==> src/design/config_text_tokenizer_unit_macros.svh <==
// Assertion macros shared by the tokenizer modules
`ifndef CONFIG_TEXT_TOKENIZER_UNIT_MACROS_SVH
`define CONFIG_TEXT_TOKENIZER_UNIT_MACROS_SVH
// implication checked at every clock edge outside reset
`define CTT_ASSERT_IMP(lbl, ante, cons) \
	lbl: assert property (@(posedge clk) disable iff (!arst_n) (ante) |-> (cons)) \
		else $error("tokenizer check failed");
// next-cycle implication
`define CTT_ASSERT_NXT(lbl, ante, cons) \
	lbl: assert property (@(posedge clk) disable iff (!arst_n) (ante) |=> (cons)) \
		else $error("tokenizer check failed");
`endif

==> src/design/ctt_pkg.sv <==
// Package: types and constants of the configuration text tokenizer
package ctt_pkg;
	typedef enum logic [2:0] {
		MODE_IDLE    = 3'd0,
		MODE_LINECMT = 3'd1,
		MODE_BLKCMT  = 3'd2,
		MODE_QUOTED  = 3'd3,
		MODE_BARE    = 3'd4,
		MODE_HEREDOC = 3'd5
	} mode_t;

	localparam logic [2:0] KIND_PUNCT  = 3'd0;
	localparam logic [2:0] KIND_BYTE   = 3'd1;
	localparam logic [2:0] KIND_STREND = 3'd2;
	localparam logic [2:0] KIND_ERROR  = 3'd3;
	localparam logic [2:0] KIND_EOI    = 3'd4;

	localparam logic [2:0] ERR_NONE    = 3'd0;
	localparam logic [2:0] ERR_NEWLINE = 3'd1;
	localparam logic [2:0] ERR_END     = 3'd2;
	localparam logic [2:0] ERR_SLASH   = 3'd3;
	localparam logic [2:0] ERR_PLUS    = 3'd4;

	localparam int MAX_RES = 4;

	typedef struct packed {
		logic [7:0] text_byte;
		logic       end_of_input;
	} in_item_t;

	typedef struct packed {
		logic [2:0]  result_kind;
		logic [7:0]  token_byte;
		logic [2:0]  error_code;
		logic [15:0] line_number;
		logic        last_of_run;
	} out_item_t;

	// one result slot, line number attached in the front part
	typedef struct packed {
		logic [2:0]  kind;
		logic [7:0]  tbyte;
		logic [2:0]  err;
		logic [15:0] line;
	} res_t;

	// front-to-back record: up to four results of one item
	typedef struct packed {
		logic [2:0]   count;
		res_t [3:0]   res;
	} group_t;

	function automatic logic [7:0] unescape(input logic [7:0] s);
		logic [7:0] r;
		begin
			r = s;
			if (s >= "1" && s <= "9") r = 8'd128 + (s - 8'h30);
			else case (s)
				"n": r = 8'd10;
				"t": r = 8'd9;
				"a": r = 8'd7;
				"b": r = 8'd8;
				"0": r = 8'd0;
				"K": r = 8'd128;
				"T": r = 8'd138;
				"N": r = 8'd139;
				"H": r = 8'd140;
				"E": r = 8'd141;
				"S": r = 8'd142;
				"C": r = 8'd143;
				default: r = s;
			endcase
			return r;
		end
	endfunction
endpackage

==> src/design/config_text_tokenizer_unit.sv <==
// Top level of the configuration text tokenizer
//  channel | direction | handshake        | payload
//  input   | in        | push / full      | in_item  (text_byte, end_of_input)
//  result  | out       | empty / pop      | result   (kind, byte, error, line, last)
//  config  | in        | cfg_we           | cfg_data (spaces_in_bare_strings)
// One byte is taken every cycle while the two-entry group queue has room.
// Each byte yields zero to four results; they drain at one per cycle while pop is held.
// A byte's results are formed when the next byte is taken; a byte with no result
// leaves nothing in the queue. Reset is asynchronous and clears all control state.
module config_text_tokenizer_unit #(
	parameter int LINE_BITS = 16
) (
	input  logic               clk,
	input  logic               arst_n,
	input  logic               push,
	output logic               full,
	input  ctt_pkg::in_item_t  in_item,
	output logic               empty,
	input  logic               pop,
	output ctt_pkg::out_item_t result,
	input  logic               cfg_we,
	input  logic               cfg_data
);
	logic spaces_q, in_go, gfull;
	ctt_pkg::group_t grp;

	assign full = gfull;
	assign in_go = push && !gfull;

	always_ff @(posedge clk or negedge arst_n) begin
		if (!arst_n) spaces_q <= 1'b0;
		else if (cfg_we) spaces_q <= cfg_data;
	end

	ctt_front #(.LINE_BITS(LINE_BITS)) u_front (
		.clk(clk), .arst_n(arst_n), .spaces_q(spaces_q), .in_go(in_go),
		.in_item(in_item), .grp(grp)
	);

	ctt_back u_back (
		.clk(clk), .arst_n(arst_n), .grp_push(in_go && grp.count != 3'd0),
		.grp_in(grp), .grp_full(gfull), .empty(empty), .pop(pop), .result(result)
	);
endmodule

==> src/design/ctt_front.sv <==
// Front part: scanner state, lookahead and classification into result groups
module ctt_front #(
	parameter int LINE_BITS = 16
) (
	input  logic               clk,
	input  logic               arst_n,
	input  logic               spaces_q,
	input  logic               in_go,
	input  ctt_pkg::in_item_t  in_item,
	output ctt_pkg::group_t    grp
);
	ctt_pkg::mode_t mode_q, mode_d;
	logic qsingle_q, qsingle_d, hsingle_q, hsingle_d;
	logic [7:0] held_q, held_d;
	logic hvalid_q, hvalid_d, skip_q, skip_d, cont_q, cont_d;
	logic [LINE_BITS-1:0] line_q, line_d;
	localparam logic [LINE_BITS-1:0] LINE_TOP = {LINE_BITS{1'b1}};

	logic [7:0] b;
	logic endf;
	ctt_pkg::group_t g;

	function automatic logic [15:0] show(input logic [LINE_BITS-1:0] l);
		logic [15:0] r;
		begin
			if (LINE_BITS > 16 && (l >> 16) != '0) r = 16'hFFFF;
			else r = 16'(l);
			return r;
		end
	endfunction

	always_comb begin
		logic hv, took, eb, isr;
		logic [7:0] c, la;
		b = in_item.text_byte;
		endf = in_item.end_of_input || b == 8'd0;
		mode_d = mode_q; qsingle_d = qsingle_q; hsingle_d = hsingle_q;
		held_d = held_q; hvalid_d = hvalid_q; skip_d = skip_q; cont_d = cont_q;
		line_d = line_q;
		g = '0;
		took = 1'b0;
		eb = 1'b0;
		isr = 1'b0;
		hv = hvalid_q && !skip_q;
		if (hvalid_q && skip_q) begin
			hvalid_d = 1'b0; skip_d = 1'b0;
		end
		c = held_q;
		la = endf ? 8'd0 : b;
		if (hv) begin
			isr = 1'b0;
			if (c != 8'h0D) begin
				case (mode_d)
					ctt_pkg::MODE_LINECMT: begin
						if (c == 8'h0A) begin
							if (line_d != LINE_TOP) line_d = line_d + 1'b1;
							mode_d = ctt_pkg::MODE_IDLE;
						end
					end
					ctt_pkg::MODE_BLKCMT: begin
						if (c == 8'h0A && line_d != LINE_TOP) line_d = line_d + 1'b1;
						if (c == "*" && la == "/") begin
							mode_d = ctt_pkg::MODE_IDLE; took = 1'b1;
						end
					end
					ctt_pkg::MODE_QUOTED: begin
						if (c == 8'h0C || c == 8'h0A) begin
							g.res[g.count[1:0]] = {ctt_pkg::KIND_ERROR, 8'd0,
								ctt_pkg::ERR_NEWLINE, show(line_d)};
							g.count = g.count + 1'b1;
							mode_d = ctt_pkg::MODE_IDLE;
						end else if (c == "\\") begin
							if (la == 8'd0) begin
								g.res[g.count[1:0]] = {ctt_pkg::KIND_ERROR, 8'd0,
									ctt_pkg::ERR_END, show(line_d)};
								g.count = g.count + 1'b1;
								mode_d = ctt_pkg::MODE_IDLE;
							end else if (la == 8'h0D || la == 8'h0A) begin
								if (line_d != LINE_TOP) line_d = line_d + 1'b1;
								cont_d = 1'b1; took = 1'b1;
							end else begin
								g.res[g.count[1:0]] = {ctt_pkg::KIND_BYTE,
									ctt_pkg::unescape(la), ctt_pkg::ERR_NONE, show(line_d)};
								g.count = g.count + 1'b1;
								took = 1'b1;
							end
						end else if ((c == "\"" && !qsingle_d) || (c == "'" && qsingle_d)) begin
							g.res[g.count[1:0]] = {ctt_pkg::KIND_STREND, 8'd0,
								ctt_pkg::ERR_NONE, show(line_d)};
							g.count = g.count + 1'b1;
							mode_d = ctt_pkg::MODE_IDLE;
						end else begin
							g.res[g.count[1:0]] = {ctt_pkg::KIND_BYTE, c,
								ctt_pkg::ERR_NONE, show(line_d)};
							g.count = g.count + 1'b1;
						end
					end
					ctt_pkg::MODE_HEREDOC: begin
						if (c == (hsingle_d ? 8'h27 : 8'h22) && la == "@") begin
							g.res[g.count[1:0]] = {ctt_pkg::KIND_STREND, 8'd0,
								ctt_pkg::ERR_NONE, show(line_d)};
							g.count = g.count + 1'b1;
							mode_d = ctt_pkg::MODE_IDLE; took = 1'b1;
						end else begin
							if (c == 8'h0A && line_d != LINE_TOP) line_d = line_d + 1'b1;
							g.res[g.count[1:0]] = {ctt_pkg::KIND_BYTE, c,
								ctt_pkg::ERR_NONE, show(line_d)};
							g.count = g.count + 1'b1;
						end
					end
					ctt_pkg::MODE_BARE: begin
						eb = (!spaces_q && (c == 8'h20 || c == 8'h09)) ||
							c inside {8'h22, 8'h27, 8'h0A, 8'h0C, "=", "{", "}", "(", ")",
								"+", ",", "#", "/", ";"};
						if (eb) begin
							g.res[g.count[1:0]] = {ctt_pkg::KIND_STREND, 8'd0,
								ctt_pkg::ERR_NONE, show(line_d)};
							g.count = g.count + 1'b1;
							mode_d = ctt_pkg::MODE_IDLE;
							isr = 1'b1;
						end else begin
							g.res[g.count[1:0]] = {ctt_pkg::KIND_BYTE, c,
								ctt_pkg::ERR_NONE, show(line_d)};
							g.count = g.count + 1'b1;
						end
					end
					default: begin
						mode_d = ctt_pkg::MODE_IDLE; isr = 1'b1;
					end
				endcase
				if (isr) begin
					case (c)
						";", " ", 8'h0C, 8'h09: ;
						8'h0A: if (line_d != LINE_TOP) line_d = line_d + 1'b1;
						"#": mode_d = ctt_pkg::MODE_LINECMT;
						"/": begin
							if (la == "/" || la == "*") begin
								mode_d = (la == "/") ? ctt_pkg::MODE_LINECMT
									: ctt_pkg::MODE_BLKCMT;
								took = 1'b1;
							end else begin
								g.res[g.count[1:0]] = {ctt_pkg::KIND_ERROR, 8'd0,
									ctt_pkg::ERR_SLASH, show(line_d)};
								g.count = g.count + 1'b1;
							end
						end
						"{", "}", "(", ")", "=", ",": begin
							g.res[g.count[1:0]] = {ctt_pkg::KIND_PUNCT, c,
								ctt_pkg::ERR_NONE, show(line_d)};
							g.count = g.count + 1'b1;
						end
						"+": begin
							if (la == "=") begin
								g.res[g.count[1:0]] = {ctt_pkg::KIND_PUNCT, c,
									ctt_pkg::ERR_NONE, show(line_d)};
								took = 1'b1;
							end else begin
								g.res[g.count[1:0]] = {ctt_pkg::KIND_ERROR, 8'd0,
									ctt_pkg::ERR_PLUS, show(line_d)};
							end
							g.count = g.count + 1'b1;
						end
						8'h22, 8'h27: begin
							mode_d = ctt_pkg::MODE_QUOTED;
							qsingle_d = (c == 8'h27);
						end
						default: begin
							if (c == "@" && (la == 8'h22 || la == 8'h27)) begin
								hsingle_d = (la == 8'h27);
								mode_d = ctt_pkg::MODE_HEREDOC;
								took = 1'b1;
							end else begin
								g.res[g.count[1:0]] = {ctt_pkg::KIND_BYTE, c,
									ctt_pkg::ERR_NONE, show(line_d)};
								g.count = g.count + 1'b1;
								mode_d = ctt_pkg::MODE_BARE;
							end
						end
					endcase
				end
			end
		end
		if (!endf) begin
			if (hv) begin
				held_d = b; hvalid_d = 1'b1; skip_d = took;
			end else if (cont_q && (b == 8'h20 || b == 8'h09 || b == 8'h0A ||
					b == 8'h0B || b == 8'h0C || b == 8'h0D)) begin
				cont_d = cont_q;
			end else begin
				cont_d = 1'b0; held_d = b; hvalid_d = 1'b1;
			end
		end else begin
			if (cont_d) begin
				g.res[g.count[1:0]] = {ctt_pkg::KIND_ERROR, 8'd0, ctt_pkg::ERR_END,
					show(line_d)};
				g.count = g.count + 1'b1;
				mode_d = ctt_pkg::MODE_IDLE;
			end
			if (mode_d == ctt_pkg::MODE_QUOTED || mode_d == ctt_pkg::MODE_HEREDOC) begin
				g.res[g.count[1:0]] = {ctt_pkg::KIND_ERROR, 8'd0, ctt_pkg::ERR_END,
					show(line_d)};
				g.count = g.count + 1'b1;
			end else if (mode_d == ctt_pkg::MODE_BARE) begin
				g.res[g.count[1:0]] = {ctt_pkg::KIND_STREND, 8'd0, ctt_pkg::ERR_NONE,
					show(line_d)};
				g.count = g.count + 1'b1;
			end
			g.res[g.count[1:0]] = {ctt_pkg::KIND_EOI, 8'd0, ctt_pkg::ERR_NONE,
				show(line_d)};
			g.count = g.count + 1'b1;
			mode_d = ctt_pkg::MODE_IDLE; qsingle_d = 1'b0; hsingle_d = 1'b0;
			held_d = 8'd0; hvalid_d = 1'b0; skip_d = 1'b0; cont_d = 1'b0;
			line_d = LINE_BITS'(1);
		end
	end

	assign grp = g;

	always_ff @(posedge clk or negedge arst_n) begin
		if (!arst_n) begin
			mode_q <= ctt_pkg::MODE_IDLE;
			qsingle_q <= 1'b0; hsingle_q <= 1'b0;
			held_q <= 8'd0; hvalid_q <= 1'b0; skip_q <= 1'b0; cont_q <= 1'b0;
			line_q <= LINE_BITS'(1);
		end else if (in_go) begin
			mode_q <= mode_d;
			qsingle_q <= qsingle_d; hsingle_q <= hsingle_d;
			held_q <= held_d; hvalid_q <= hvalid_d; skip_q <= skip_d; cont_q <= cont_d;
			line_q <= line_d;
		end
	end

	`include "config_text_tokenizer_unit_macros.svh"
	`CTT_ASSERT_IMP(a_line_nonzero, 1'b1, line_q != '0)
	`CTT_ASSERT_IMP(a_grp_bound, in_go, grp.count <= 3'(ctt_pkg::MAX_RES))
	`CTT_ASSERT_NXT(a_eoi_clears, in_go && (in_item.end_of_input || in_item.text_byte == 8'd0),
		!hvalid_q && mode_q == ctt_pkg::MODE_IDLE)
endmodule

==> src/design/ctt_back.sv <==
// Back part: group queue and serialisation of results onto the output
module ctt_back (
	input  logic              clk,
	input  logic              arst_n,
	input  logic              grp_push,
	input  ctt_pkg::group_t   grp_in,
	output logic              grp_full,
	output logic              empty,
	input  logic              pop,
	output ctt_pkg::out_item_t result
);
	ctt_pkg::group_t ent_q [2];
	logic [1:0] cnt_q;
	logic wr_q, rd_q;
	logic [1:0] sub_q;
	logic rd_go, last;
	ctt_pkg::group_t head;
	ctt_pkg::res_t r;

	assign head = ent_q[rd_q];
	assign r = head.res[sub_q];
	assign empty = cnt_q == 2'd0;
	assign grp_full = cnt_q == 2'd2;
	assign last = (3'(sub_q) + 3'd1) == head.count;
	assign rd_go = pop && !empty && last;
	assign result = {r.kind, r.tbyte, r.err, r.line, last};

	always_ff @(posedge clk) begin
		if (grp_push) ent_q[wr_q] <= grp_in;
	end

	always_ff @(posedge clk or negedge arst_n) begin
		if (!arst_n) begin
			cnt_q <= 2'd0; wr_q <= 1'b0; rd_q <= 1'b0; sub_q <= 2'd0;
		end else begin
			if (grp_push) wr_q <= !wr_q;
			if (pop && !empty) sub_q <= last ? 2'd0 : sub_q + 2'd1;
			if (rd_go) rd_q <= !rd_q;
			cnt_q <= cnt_q + {1'b0, grp_push} - {1'b0, rd_go};
		end
	end

	`include "config_text_tokenizer_unit_macros.svh"
	`CTT_ASSERT_IMP(a_no_overflow, grp_push, !grp_full)
	`CTT_ASSERT_IMP(a_head_nonempty, !empty, head.count != 3'd0)
	`CTT_ASSERT_IMP(a_sub_in_range, !empty, 3'(sub_q) < head.count)
endmodule

==> config.mk <==
export PLATFORM = sky130hd
export DESIGN_NAME = config_text_tokenizer_unit
export DESIGN_NICKNAME = d
export VERILOG_FILES = /design/src/design/ctt_pkg.sv /design/src/design/config_text_tokenizer_unit.sv /design/src/design/ctt_front.sv /design/src/design/ctt_back.sv
export VERILOG_INCLUDE_DIRS = /design/src /design/src/design
export SDC_FILE = /design/constraint.sdc
export NUM_CORES = 1
export LEC_CHECK = 0
export BUFFER_PORTS_ARGS = -buffer_cell sky130_fd_sc_hd__buf_2
export CORE_ASPECT_RATIO = 2
export CORE_MARGIN = 2
export CORE_UTILIZATION = 40
export DETAILED_ROUTE_END_ITERATION = 8
export GPL_TIMING_DRIVEN = 0
export SLEW_MARGIN = 30
export SYNTH_ARGS = -nofsm -noshare
export SYNTH_HDL_FRONTEND = slang
export SYNTH_SLANG_ARGS = --single-unit
==> constraint.sdc <==
create_clock -name clk -period 26.6 [get_ports clk]
set_clock_uncertainty 0.1 [all_clocks]
set_input_delay 6.65 -clock clk [delete_from_list [all_inputs] [get_ports clk]]
set_output_delay 6.65 -clock clk [all_outputs]
set_load 0.02 [all_outputs]
Word-level counts from Yosys, hierarchy flattened. Memory sizes are Yosys's and may differ from the RTL's. Index checks and enable logic that the tools add are counted.

$add $sub $neg: 12. Order comparisons: 11. Equal/unequal tests: 62. Multiplexer cells: 170. Reductions and logical operators: 64.

Operators with widths (count): $mux W123 (11); $bwmux W120 (9); $mux W16 (48); $pmux W123 S4 (1); $mux W30 (10); $demux W30 S2 (4); $eq A8 B6 Y1 const B (19); $eq A8 B7 Y1 const B (16); $mux W120 (1); $pmux W8 S12 (1); $pmux W30 S3 (1); $mux W29 (3); $eq A8 B4 Y1 const B (10); $pmux W16 S4 (1); $mux W3 (21); $bmux W30 S2 (1); $mux W1 (44); $mux W8 (5); $add A16 B1 Y16 const B (2); $ne A16 B16 Y1 const B (2); $mux W28 (1); $logic_and A1 B1 Y1 (19); $logic_not A8 Y1 (2); $reduce_or A16 Y1 (1); other kinds (42) (86).

Register bits after elaboration: 39. Memory bits (writable): 246. Input bits: 15. Output and inout port bits: 33. Word-level logic and storage cells: 333. Memories kept: 1.

Memory list: u_back.ent_q (depth 2, width 123, rd ports 1, clocked after Yosys merged registers in 0, write ports 1, RTL line ctt_back.sv:12) `ctt_pkg::group_t ent_q [2];`.

Longest topological paths before layout.
Depth in word-level cells: 48. Mapped depth: 27. Gate-level depth less buffers: 25.

Hierarchy. Synthesis repeated with hierarchy kept, for this count alone.

Cell total of the unflattened synthesis: 1427. Area total of the unflattened synthesis: 16903.7 um2.

Modules (own cells, without submodules): ctt_back (times used 1, cells an instance 390, area each 9786.9 um2, sequential area each 7537.2 um2); ctt_front (times used 1, cells an instance 1033, area each 7054.3 um2, sequential area each 802.0 um2); config_text_tokenizer_unit (times used 1, cells an instance 4, area each 62.6 um2, sequential area each 25.0 um2).

Worst setup path before layout. Ideal clock, no wire load.

Path kind: input-to-reg. From: input in_item[6] in the netlist's numbering. To: memory u_back.ent_q[0][0] in the netlist's numbering, enable pin. Setup time: 0.574 ns. Arrival: 15.912 ns. Data required time: 25.926 ns. Slack: 10.014 ns. Cell stages on the path: 21. Buffers on the path: 1. Path through: buf_2 > nor4_2 > o211ai_1 > o31ai_1 > inv_1 > ha_1 > or3b_2 > a31o_2 > a21oi_2 > inv_1 > ha_1 > a21oi_1 > ha_1 > nor2_1 > o21bai_1 > inv_1 > ha_1 > nand2b_1 > mux2i_1 > a22o_1 > nor2b_1.

RTL lines: start, declared (RTL line config_text_tokenizer_unit.sv:17) `input ctt_pkg::in_item_t in_item,`; end, declared (RTL line ctt_back.sv:12).

==> run metrics <==
Post-Syn Area 14100 um^2; met1 Use GR 23.45%; Die H 269.6 um; mean routed wirelength per cell 25.30 um; DRT iter0 DRCs 689; Final setup viols 0; total CTS buffers 22; max cap viols 0; synthesized instance count 1237; Slew headroom 28.42%; YS warnings 0; power density over the cells 120.5 nW/um^2; Crit path arrival time 13.83 ns; Post-DP Area 15130 um^2; maximum achievable frequency 73.02 MHz; final WL 44.94 mm; HP Class reg -> reg; Final Max Slew Viols 0; number of synthesized register bits 241; GR Overflow Total 0; Pre-Repair DR Iteration Count 5; Root Buffer clkbuf_16; Worst Tran Pin Value 1.067 ns; leakage 0.005380 uW; Top Ports 48; most frequent cells in the layout edfxtp_1 (202), nor2_1 (100), nand2_1 (81); vias in the first global route 11470; final-stage net count 1351; status finished, final reports clean; worst path required time 26.74 ns; FFs w/ async S/R, synth 16.18%; CP peak stage delay 0.65 ns; CTS tree yes; vias per std cell 6.145; Worst setup SP type input port; minimum clock period 13.70 ns; Setup crit end kind flip-flop; vias 10910; GR met2 Demand/Resource 47.28%; hold_buf cts 0; initial core utilization 40.35%; Fin. Hold Viols 0; Seq/Total Area, Yosys 49.93%; area grow syn2layout 12.06%; Yosys cell types 95; post-cts sizing count 0; Num Clock Sinks 241; routing usage on met3 2.745%; later-pin clock latency in the skew report 0.53 ns; crit path kind in -> reg; remaining routing DRC violations 0; commonest non-fill, non-tap cell in the layout edfxtp_1; final instance area 15810 um^2; first-pass GRT wire length 68.32 mm; clock slew at reported path FFs 0.07 ns; # Post-CTS Setup Buffers 0; unrepaired setup endpoints after global routing no; share of cells above drive strength 1 17.81%; antenna violations before repair 0; busiest grt layer met2; RD Place Congestion 0.9505; die width 136.8 um; core area 34950 um^2; dominant synthesized flop cell edfxtp_1; most frequent CP cell ha_1; Avg Cell Area, Syn 11.40 um^2; H-tree Lvls 1; crit-path max FO 23; antenna cell count 0; TNS Setup 0 ns; placed wire-length estimate 34.91 mm; Slowest cell on crit path nor4_2; gr usage total 24.83%; FP Rows 97; die area 36870 um^2; largest net degree at the start of global routing 47; Clock Path Buffers 3; number of port buffers 44; VDD IR max 0.05387 mV; Tcrit/Tclk final 51.49%; post-route ant nets 0; Post-synth EDFFs 202
cell usage after synthesis (22+ instances only):
cell type	instances	area [um^2]
inv_1	26	97.59
nor2_1	100	375.4
clkbuf_1	59	221.5
o21ai_1	28	140.1
nand3_1	57	285.3
nand2_1	81	304.0
a21oi_1	59	295.3
dfrtp_1	38	950.9
nand2b_1	26	162.7
o31ai_1	22	165.2
mux4_2	49	1104
nor3_1	35	175.2
o21ai_0	42	210.2
edfxtp_1	202	6066
mux2_2	25	281.5
nor2b_1	25	156.4
cell families (layout without fill, tap and decap cells):
| family | Yosys count | in the layout | synth area share [%] |
|---|---|---|---|
| AOI/OAI and AO/OA | 293 | 293 | 14.49 |
| and+or+nand+nor | 449 | 449 | 17.42 |
| xor gates and xnor gates | 31 | 31 | 1.925 |
| buffers and inverters | 113 | 206 | 3.273 |
| DFF | 241 | 241 | 49.93 |
| adders and majority gates | 21 | 21 | 1.863 |
| other | 1 | 2 | 0.02659 |
| muxes | 88 | 88 | 11.07 |
registers in the layout, summed over array words and instances, names as in the netlist:
name               flops
u_back.ent_q         202
u_front.hsingle_q      1
u_back.sub_q           2
u_back.wr_q            1
u_front.hvalid_q       1
u_back.cnt_q           2
u_back.rd_q            1
u_front.line_q        16
u_front.skip_q         1
u_front.qsingle_q      1
u_front.held_q         8
u_front.mode_q         3
u_front.cont_q         1
spaces_q               1
routing by layer:
layer	up-vias	share of wire, %
met4	0	9.0
met3	205	3.4
met2	372	56
met1	5411	32
li1	4926	-
met5	-	0
power by group:
part	leakage (uW)	switching [uW]	internal, uW	total [uW]
Clock	0.000324	145	156	301
Sequential	0.00242	39.5	581	620
Combinational	0.00263	635	348	983
Total	0.00538	820	1090	1900
final cells by class:
cell class | count | area (um^2)
Inverter | 26 | 97.59
Multi-Input combinational cell | 884 | 6654
Timing Repair Buffer | 53 | 420.4
Clock buffer | 28 | 573.1
Buffer | 87 | 371.6
Fill cell | 3296 | 19150
Sequential cell | 241 | 7043
Clock inverter | 12 | 90.09
Tap cell | 445 | 556.8
worst paths after layout:
check | start | slack (ns) | end | cells after the start
setup reg to reg | u_front.held_q[1]$_DFFE_PN0P_ | 18.75 | u_back.ent_q[0][35]$_DFFE_PP_ | 25
min in group asynchronous | arst_n | 6.02 | u_back.rd_q$_DFFE_PN0P_ | 1
hold / removal | u_front.skip_q$_DFFE_PN0P_ | 0.44 | u_front.skip_q$_DFFE_PN0P_ | 1
max in group asynchronous | arst_n | 19.92 | u_front.hsingle_q$_DFFE_PN0P_ | 1
setup / recovery | in_item[6] | 12.90 | u_back.ent_q[0][35]$_DFFE_PP_ | 25
hold reg to reg | u_front.skip_q$_DFFE_PN0P_ | 0.44 | u_front.skip_q$_DFFE_PN0P_ | 1
critical path: cells and delay by family:
kind / cells / cell delay, ns
AND/OR/NAND/NOR: 5 / 1.84
adder cells (fa/ha/maj): 4 / 1.20
buffers and inverters: 8 / 1.58
AO/OA/AOI/OAI: 7 / 2.22
multiplexers: 1 / 0.30
metrics by stage:
step | setup WS, ns | utilization [%] | hold WS [ns] | cells | total power (uW)
finish | 12.90 | 45.22 | 0.4381 | 1776 | 1905
global route | 12.67 | 45.22 | 0.4504 | 1776 | 2003
CTS | 12.98 | 45.17 | 0.4255 | 1776 | 1912
detailed placement | 12.42 | 43.27 | 0.4098 | 1736 | 1609
global placement | 6.140 | 42.59 | 0.3708 | 1727 | 1579
floorplan | 10.01 | - | 0.3555 | 1238 | 1272
(Power assumes the default switching activity.)
